<file path="src/rtl/core/qrs_pkg.sv">
package qrs_pkg;

	localparam int IN_W   = 16;            // coefficient width
	localparam int PROD_W = 2 * IN_W;      // b*b and a*c
	localparam int DISC_W = PROD_W + 2;    // b*b - 4*a*c
	localparam int MAG_W  = DISC_W;        // |disc|, even so it splits into bit pairs
	localparam int OUT_FRAC = 16;
	localparam int SQ_STEPS = MAG_W / 2 + OUT_FRAC;   // one result bit per round
	localparam int ROOT_W = SQ_STEPS;
	localparam int SQREM_W = ROOT_W + 3;
	localparam int NUM_W  = ROOT_W;        // divider dividend width
	localparam int DEN_W  = IN_W + 1;      // |2a|
	localparam int DREM_W = DEN_W + 1;
	localparam int OUT_W  = 48;

	typedef enum logic [1:0] {
		KIND_REAL   = 2'd0,
		KIND_DOUBLE = 2'd1,
		KIND_CPLX   = 2'd2,
		KIND_ERR    = 2'd3
	} qrs_kind_t;

	// Side information carried along with a division
	typedef struct packed {
		qrs_kind_t               kind;
		logic                    a_neg;
		logic                    k_neg;
		logic signed [OUT_W-1:0] k;
	} qrs_side_t;

endpackage

</file>
<file path="src/rtl/core/qrs_divpipe.sv">
module qrs_divpipe (
	input  logic                         clk,
	input  logic                         arst_n,
	input  logic                         en,
	input  logic                         in_valid,
	input  logic [qrs_pkg::NUM_W-1:0]    in_num,
	input  logic [qrs_pkg::DEN_W-1:0]    in_den,
	input  qrs_pkg::qrs_side_t           in_side,
	output logic                         out_valid,
	output logic [qrs_pkg::NUM_W-1:0]    out_quo,
	output logic [qrs_pkg::DEN_W-1:0]    out_den,
	output qrs_pkg::qrs_side_t           out_side
);

	localparam int N = qrs_pkg::NUM_W;

	logic                          v_s    [0:N];
	logic [qrs_pkg::NUM_W-1:0]     num_s  [0:N];
	logic [qrs_pkg::NUM_W-1:0]     quo_s  [0:N];
	logic [qrs_pkg::DREM_W-1:0]    rem_s  [0:N];
	logic [qrs_pkg::DEN_W-1:0]     den_s  [0:N];
	qrs_pkg::qrs_side_t            side_s [0:N];

	assign v_s[0]    = in_valid;
	assign num_s[0]  = in_num;
	assign quo_s[0]  = '0;
	assign rem_s[0]  = '0;
	assign den_s[0]  = in_den;
	assign side_s[0] = in_side;

	// One restoring step per stage, dividend bits taken from the top
	for (genvar t = 1; t <= N; t++) begin : g_step
		logic [qrs_pkg::DREM_W-1:0] rem_sh;
		logic                       fit;

		always_comb begin
			rem_sh = {rem_s[t-1][qrs_pkg::DREM_W-2:0], num_s[t-1][N-1]};
			fit    = (rem_sh >= {1'b0, den_s[t-1]});
		end

		always_ff @(posedge clk or negedge arst_n) begin
			if (!arst_n) begin
				v_s[t] <= 1'b0;
			end else if (en) begin
				v_s[t] <= v_s[t-1];
			end
		end

		always_ff @(posedge clk) begin
			if (en) begin
				num_s[t]  <= {num_s[t-1][N-2:0], 1'b0};
				quo_s[t]  <= {quo_s[t-1][N-2:0], fit};
				rem_s[t]  <= fit ? (rem_sh - {1'b0, den_s[t-1]}) : rem_sh;
				den_s[t]  <= den_s[t-1];
				side_s[t] <= side_s[t-1];
			end
		end
	end

	assign out_valid = v_s[N];
	assign out_quo   = quo_s[N];
	assign out_den   = den_s[N];
	assign out_side  = side_s[N];

endmodule

</file>
<file path="config.mk">
export PLATFORM = sky130hd
export DESIGN_NAME = qrs_divpipe
export DESIGN_NICKNAME = d
export VERILOG_FILES = /design/src/rtl/core/qrs_pkg.sv /design/src/rtl/core/qrs_divpipe.sv
export SDC_FILE = /design/constraint.sdc
export NUM_CORES = 2
export LEC_CHECK = 0
export BUFFER_PORTS_ARGS = -buffer_cell sky130_fd_sc_hd__buf_4
export CAP_MARGIN = 20
export CORE_ASPECT_RATIO = 1.5
export CORE_MARGIN = 2
export CORE_UTILIZATION = 58
export CTS_CLUSTER_DIAMETER = 100
export CTS_CLUSTER_SIZE = 16
export DETAILED_ROUTE_END_ITERATION = 8
export GPL_ROUTABILITY_DRIVEN = 0
export PLACE_DENSITY = 0.83
export SLEW_MARGIN = 20
export SYNTH_ARGS = -nofsm -noshare
export SYNTH_HDL_FRONTEND = slang
export SYNTH_SLANG_ARGS = --single-unit
</file>
<file path="constraint.sdc">
create_clock -name clk -period 7.2 [get_ports clk]
set_clock_uncertainty 0.05 [all_clocks]
set_input_delay 1.44 -clock clk [delete_from_list [all_inputs] [get_ports clk]]
set_output_delay 1.44 -clock clk [all_outputs]
set_load 0.005 [all_outputs]
</file>
# Word level (Yosys, flattened, before mapping)
# Cells that the tools add are included.
# word_totals
reg_bits,3943
latch_bits,0
mem_bits_rw,0
rom_bits,0
output_inout_bits,103
elab_cells,393
memories,0
# op_classes
n_addsub,32
multipliers,0
div,0
order_cmp,33
eq_ne,0
shift,0
n_mux,32
bitwise_logic,0
n_reduce_logical,0
# op_table
op,count
$ge A18 B17 Y1,32
$mux W17,31
$sub A17 B17 Y17,31
$ge A1 B17 Y1,1
$sub A1 B17 Y17,1
$mux W1,1

# Logic depth before layout (Yosys ltp)
# depth
ltp_word,2
depth_mapped,14
mapped_depth_nobuf,12

# Worst setup path after synthesis
# OpenSTA, ideal clock, no wires.
# synth_timing
path_kind,register to register
from,"register num_s, in the netlist g_step[20].rem_sh[0]"
to,"register rem_s, in the netlist g_step[21].rem_sh[10] (data pin)"
setup_ns,0.260
arrival_ns,2.915
t_required_ns,6.890
setup_slack_ns,3.975
stages_incl_launch_ff,14
n_path_buf,1
path_cell_list,edfxtp_1 -> inv_1 -> ha_1 -> inv_1 -> fa_1 -> a211oi_2 -> o211ai_1 -> a41oi_2 -> nor2b_1 -> a21oi_1 -> nor2b_1 -> o41ai_4 -> buf_4 -> mux2_2
# synth_via
elab_chain_cells,2
elab_cells_between_ends,3
# synth_rtl
item,line,source
from (decl),qrs_divpipe.sv:18,logic [qrs_pkg::NUM_W-1:0] num_s [0:N];
"from (signal, indexed assignment)",qrs_divpipe.sv:51,"num_s[t] <= {num_s[t-1][N-2:0], 1'b0};"
$sub A17 B17 Y17 / $ge A18 B17 Y1 (equally long branches),"qrs_divpipe.sv:53, qrs_divpipe.sv:38",
$mux W17 *,qrs_divpipe.sv:53,"rem_s[t] <= fit ? (rem_sh - {1'b0, den_s[t-1]}) : rem_sh;"
"to (signal, indexed assignment)",qrs_divpipe.sv:53,
to (decl),qrs_divpipe.sv:20,logic [qrs_pkg::DREM_W-1:0] rem_s [0:N];
# Mark *: on every way between the ends. The rest lies on a longest branch, timed or not.
# A chain may end at the register's enable or synchronous reset.

# Worst setup path in the final report
# layout_timing
from,register den_s[374] (netlist name)
to,"register rem_s, in the netlist g_step[13].rem_sh[8] (data pin)"
# layout_via
elab_chain_cells,2
elab_cells_between_ends,3
# layout_rtl
item,line,source
from (decl),qrs_divpipe.sv:21,logic [qrs_pkg::DEN_W-1:0] den_s [0:N];
"from (signal, indexed assignment)",qrs_divpipe.sv:54,den_s[t] <= den_s[t-1];
$sub A17 B17 Y17 / $ge A18 B17 Y1 (equally long branches),"qrs_divpipe.sv:53, qrs_divpipe.sv:38",
$mux W17 *,qrs_divpipe.sv:53,
# Marks and branches as above.

==> results.md <==
- Result of the run: finished, violations left
- Failing checks: DRC
- Endpoint of the most critical register-to-register path: g_step[13].rem_sh[8]$_DFFE_PP_
- Kind of start point of the critical path: flip-flop
- Layout Nets: between 9000 and 10000
- Reg clk slew, reported paths: approximately 70 ps
- Maximum fanout along the worst path: 18
- Count of placed standard cells including taps: 12297
- Synth Area in Adders: 0.04905
- Reg2Reg Launch Point: den_s[374]$_DFFE_PP_
- Setup Crit Path Kind: reg -> reg
- Setup slack after placement: between 3000 and 4000 ps
- VDD IR max: just under 0.3 mV
- Cell count after synthesis: 8741
- Worst reg-to-reg path cell count: 11
- # H-tree levels: 5
- Crit path buffers/inverters: 1
- Compound-gate portion of the synthesized area: 0.06355
- Simple logic cell fraction of the synthesized area: 0.03331
- EDFF count, synth: 3910
- Instance count along the most critical hold path: 0
- Most common cell after layout, fill and taps aside: sky130_fd_sc_hd__edfxtp_1
- Worst slew slack as a fraction of its limit: 0.1314
- Most frequent cells in the layout: sky130_fd_sc_hd__edfxtp_1 (3910), sky130_fd_sc_hd__inv_1 (697), sky130_fd_sc_hd__ha_1 (546)
- Final Non-Filler Cells: about 13000
- Total area of sequential cells: 118200 um^2
- Die H: 630.8 um
- Instance area at placement: 157300 um^2
- Number of distinct standard cells referenced by the synthesized netlist: 103
- Power per standard cell area: 377.8 nW/um^2
- DR DRC count: 1
- Number of register bits inferred by synthesis: 3943
- Leakage Power: just over 60 nW
- Deepest clock path buffer count: 4
- Worst EP required: 7720 ps
- Number of antenna violations at the first check in global routing: 9
- Netlist Area Pre-Place: 151900 um^2
- Post-DR vias/cell: roughly 5.7
- Clock root buffer: sky130_fd_sc_hd__clkbuf_16
- Aggregate global routing overflow: 0
- Horizontal extent of the die: 421.9 um
- Highest cell delay on the worst timing path: ~750 ps
- Endpoint class of the critical path: flip-flop
- Slowest cell on the critical path: sky130_fd_sc_hd__a2111o_1
- Worst-margin pin slew: 1303 ps
- Ordered cell list for the critical path: ha_1 > inv_1 > fa_1 > a21oi_1 > o211ai_1 > a21oi_2 > o21a_1 > o31a_1 > o21ai_1 > a2111o_1 > mux2i_1
- Fraction of final layout cells sized beyond drive strength 1: 0.1103
- Achievable Freq: 0.2209 GHz
- Yosys warnings: 0
- Number of gates given a new drive strength after cts: 0
- Port-buffer cells: 208
- Worst-case hold path end point: side_s[1049]$_DFFE_PP_
- CTS tree: yes
- Count of pins over their slew limit: 0
- Via count of the first global-routing pass: 76182
- Start point of the critical path: den_s[374]$_DFFE_PP_
- Maximum number of pins on one net before global-route repair: 207
- Reported net switching power: 18.26 mW
- Max cap viols: 0
- Arrival time of the worst setup path: 5050 ps
- Count of standard-cell rows: 230
- Overall track demand over capacity in global routing: 0.1851
- Switching fraction of total power: 0.2928
- Minimum clock period: 4527 ps
- Power Internal: between 40 and 50 mW
- Half-perimeter wire length after detailed placement: 163200 um
- Count of endpoints failing hold in the final timing report: 0
- Part of the cycle the worst path needs: 0.6288
- Worst hold-check path type: reg -> reg
- Primary flip-flop cell chosen by synthesis mapping: sky130_fd_sc_hd__edfxtp_1
- Area overhead of the layout relative to synthesis: 8.632%
- Internal reg-to-reg setup slack: 2670 ps
- Sequential group share of total power: 0.494
- Global-route wire length before repair: 392300 um
- Async SR Flop Fraction: 0.008369
- Min-delay src: side_s[1101]$_DFFE_PP_
- Avg Synthesized Cell Area: roughly 17 um^2
- Routed WL: 249100 um
- Register area share after synthesis: 0.7783
- Dominant combinational cell family by area after synthesis: compound AO/OA/AOI/OAI gates
- Remaining antenna violation count after routing: 0
- Starting density of the core: 0.5820
- Number of vias after detailed routing: 71867
- RSZ-0062 raised after global routing: false
- Clock Latency Late Sink: 890 ps
- Core outline area: approximately 260000 um^2
- Combinational power share: 0.274
- Area taken by multi-input logic gates: 29830 um^2
- Filler instances: 17324
- Drt pass-1 iters: 9
- Drt first-iter violations: 5312
- Number of buffers added for setup after CTS: 0
- Proportion of synthesized area in mux cells: 0.02749
- CP delay by family, top: compound AO/OA/AOI/OAI gates
- Sinks on Clock Net: between 3000 and 4000
- Detail-routed net length per standard cell: 19.73 um
- Overall Power: roughly 62 mW
- Proportion of power drawn by the clock network: 0.232
- Top Ports: around 210
- Die ar.: about 270000 um^2
- Summed negative setup slack over all endpoints: 0 ps
- Final Worst Setup Slack: 2673 ps
- Setup violation total in the final timing report: 0
- Net count after synthesis: about 9400
- Total non-filler cell area in the finished layout: between 150000 and 200000 um^2
- Post-synthesis share of cell area spent on xor and xnor gates: 0.02271
- Number of CTS-inserted buffers: 289
- Hold_buf cts: 0
==> metal layers <==
layer | track usage | part of all wire
met1 | 0.1766 | 0.33
met3 | 0.03415 | 0.045
met4 | 0.1411 | 0.084
met5 | 0 | 0.000052
met2 | 0.3474 | 0.54
==> per-stage QoR <==
step / utilization / hold slack (ps)
floorplan: - / 350.3
global placement: 0.6027 / 350.5
detailed placement: 0.6027 / 354.5
CTS: 0.6322 / 326.6
global route: 0.6323 / 334.5
finish: 0.6323 / 316.7
==> worst reg2reg max path, cell delays in order (launching register included) <==
cell,delay [ps]
sky130_fd_sc_hd__edfxtp_1,620
sky130_fd_sc_hd__ha_1,250
sky130_fd_sc_hd__inv_1,50
sky130_fd_sc_hd__fa_1,400
sky130_fd_sc_hd__a21oi_1,230
sky130_fd_sc_hd__o211ai_1,170
sky130_fd_sc_hd__a21oi_2,230
sky130_fd_sc_hd__o21a_1,280
sky130_fd_sc_hd__o31a_1,310
sky130_fd_sc_hd__o21ai_1,130
sky130_fd_sc_hd__a2111o_1,750
sky130_fd_sc_hd__mux2i_1,760
==> power by group through the flow <==
stage	clock network (mW)	registers (mW)	logic, mW
CTS	14.9	30.7	16.8
floorplan	0	30.5	12.8
detailed placement	0	31.2	16.7
finish	14.5	30.8	17.1
global route	15.7	31.0	18.7
global placement	0	31.0	15.5
==> layout make-up <==
| type | count | area share |
|---|---|---|
| clock buffer | 296 | 0.04424 |
| sequential | 3943 | 0.7165 |
| inverter | 699 | 0.01590 |
| tap | 3480 | 0.02638 |
| timing repair buffer | 269 | 0.01372 |
| clock inverter | 25 | 0.002464 |
| antenna | 7 | 0.0001061 |
| multi-input combinational | 3906 | 0.1807 |
==> cells by family (layout without fill, tap and decap cells) <==
family,Yosys count,after routing
flops,3943,3943
compound gates,1493,1493
simple gates,1070,1070
buf+inv,892,1289
fa+ha+maj,577,577
xor+xnor,394,394
mux,372,372
other cells,0,7
==> Yosys cell counts, types with 31 or more instances <==
cell                       number  share of area
sky130_fd_sc_hd__o21a_1        79         0.0039
sky130_fd_sc_hd__a21o_1       198         0.0098
sky130_fd_sc_hd__fa_1          31         0.0041
sky130_fd_sc_hd__nand2b_1      49         0.0020
sky130_fd_sc_hd__o21ai_0      349          0.011
sky130_fd_sc_hd__nor2b_1       60         0.0025
sky130_fd_sc_hd__ha_1         546          0.045
sky130_fd_sc_hd__a211oi_1      58         0.0029
sky130_fd_sc_hd__nor3_1        71         0.0023
sky130_fd_sc_hd__o21bai_1      56         0.0028
sky130_fd_sc_hd__edfxtp_1    3910           0.77
sky130_fd_sc_hd__inv_1        697          0.017
sky130_fd_sc_hd__nand2_1      319         0.0079
sky130_fd_sc_hd__clkbuf_1      46         0.0011
sky130_fd_sc_hd__nand3_1       53         0.0017
sky130_fd_sc_hd__nor2_1       309         0.0076
sky130_fd_sc_hd__a31oi_1       42         0.0017
sky130_fd_sc_hd__xor2_1       160         0.0092
sky130_fd_sc_hd__buf_4        105         0.0052
sky130_fd_sc_hd__dfrtp_1       33         0.0054
sky130_fd_sc_hd__mux2_2       344          0.025
sky130_fd_sc_hd__xnor2_1      234          0.013
sky130_fd_sc_hd__nand4_1       73         0.0030
sky130_fd_sc_hd__a21oi_1      433          0.014
==> flip-flops by register name, indices dropped and copies added, names as in the netlist <==
signal / count
side_s: 1664
g_step.rem_sh: 576
den_s: 544
quo_s: 528
num_s: 496
out_side: 52
out_quo: 33
v_s: 32
out_den: 17
out_valid: 1
==> how the worst max path moves through the flow <==
stage                                      endpoint  slack (ps)  cells after the start
finish               g_step[13].rem_sh[8]$_DFFE_PP_        2670                     11
global route         g_step[13].rem_sh[8]$_DFFE_PP_        2500                     11
CTS                  g_step[13].rem_sh[8]$_DFFE_PP_        3050                     11
detailed placement   g_step[13].rem_sh[8]$_DFFE_PP_        3100                     11
global placement    g_step[26].rem_sh[12]$_DFFE_PP_        3150                     13
floorplan           g_step[21].rem_sh[10]$_DFFE_PP_        3980                     13
Note: power is estimated with default switching activity, not from simulation.
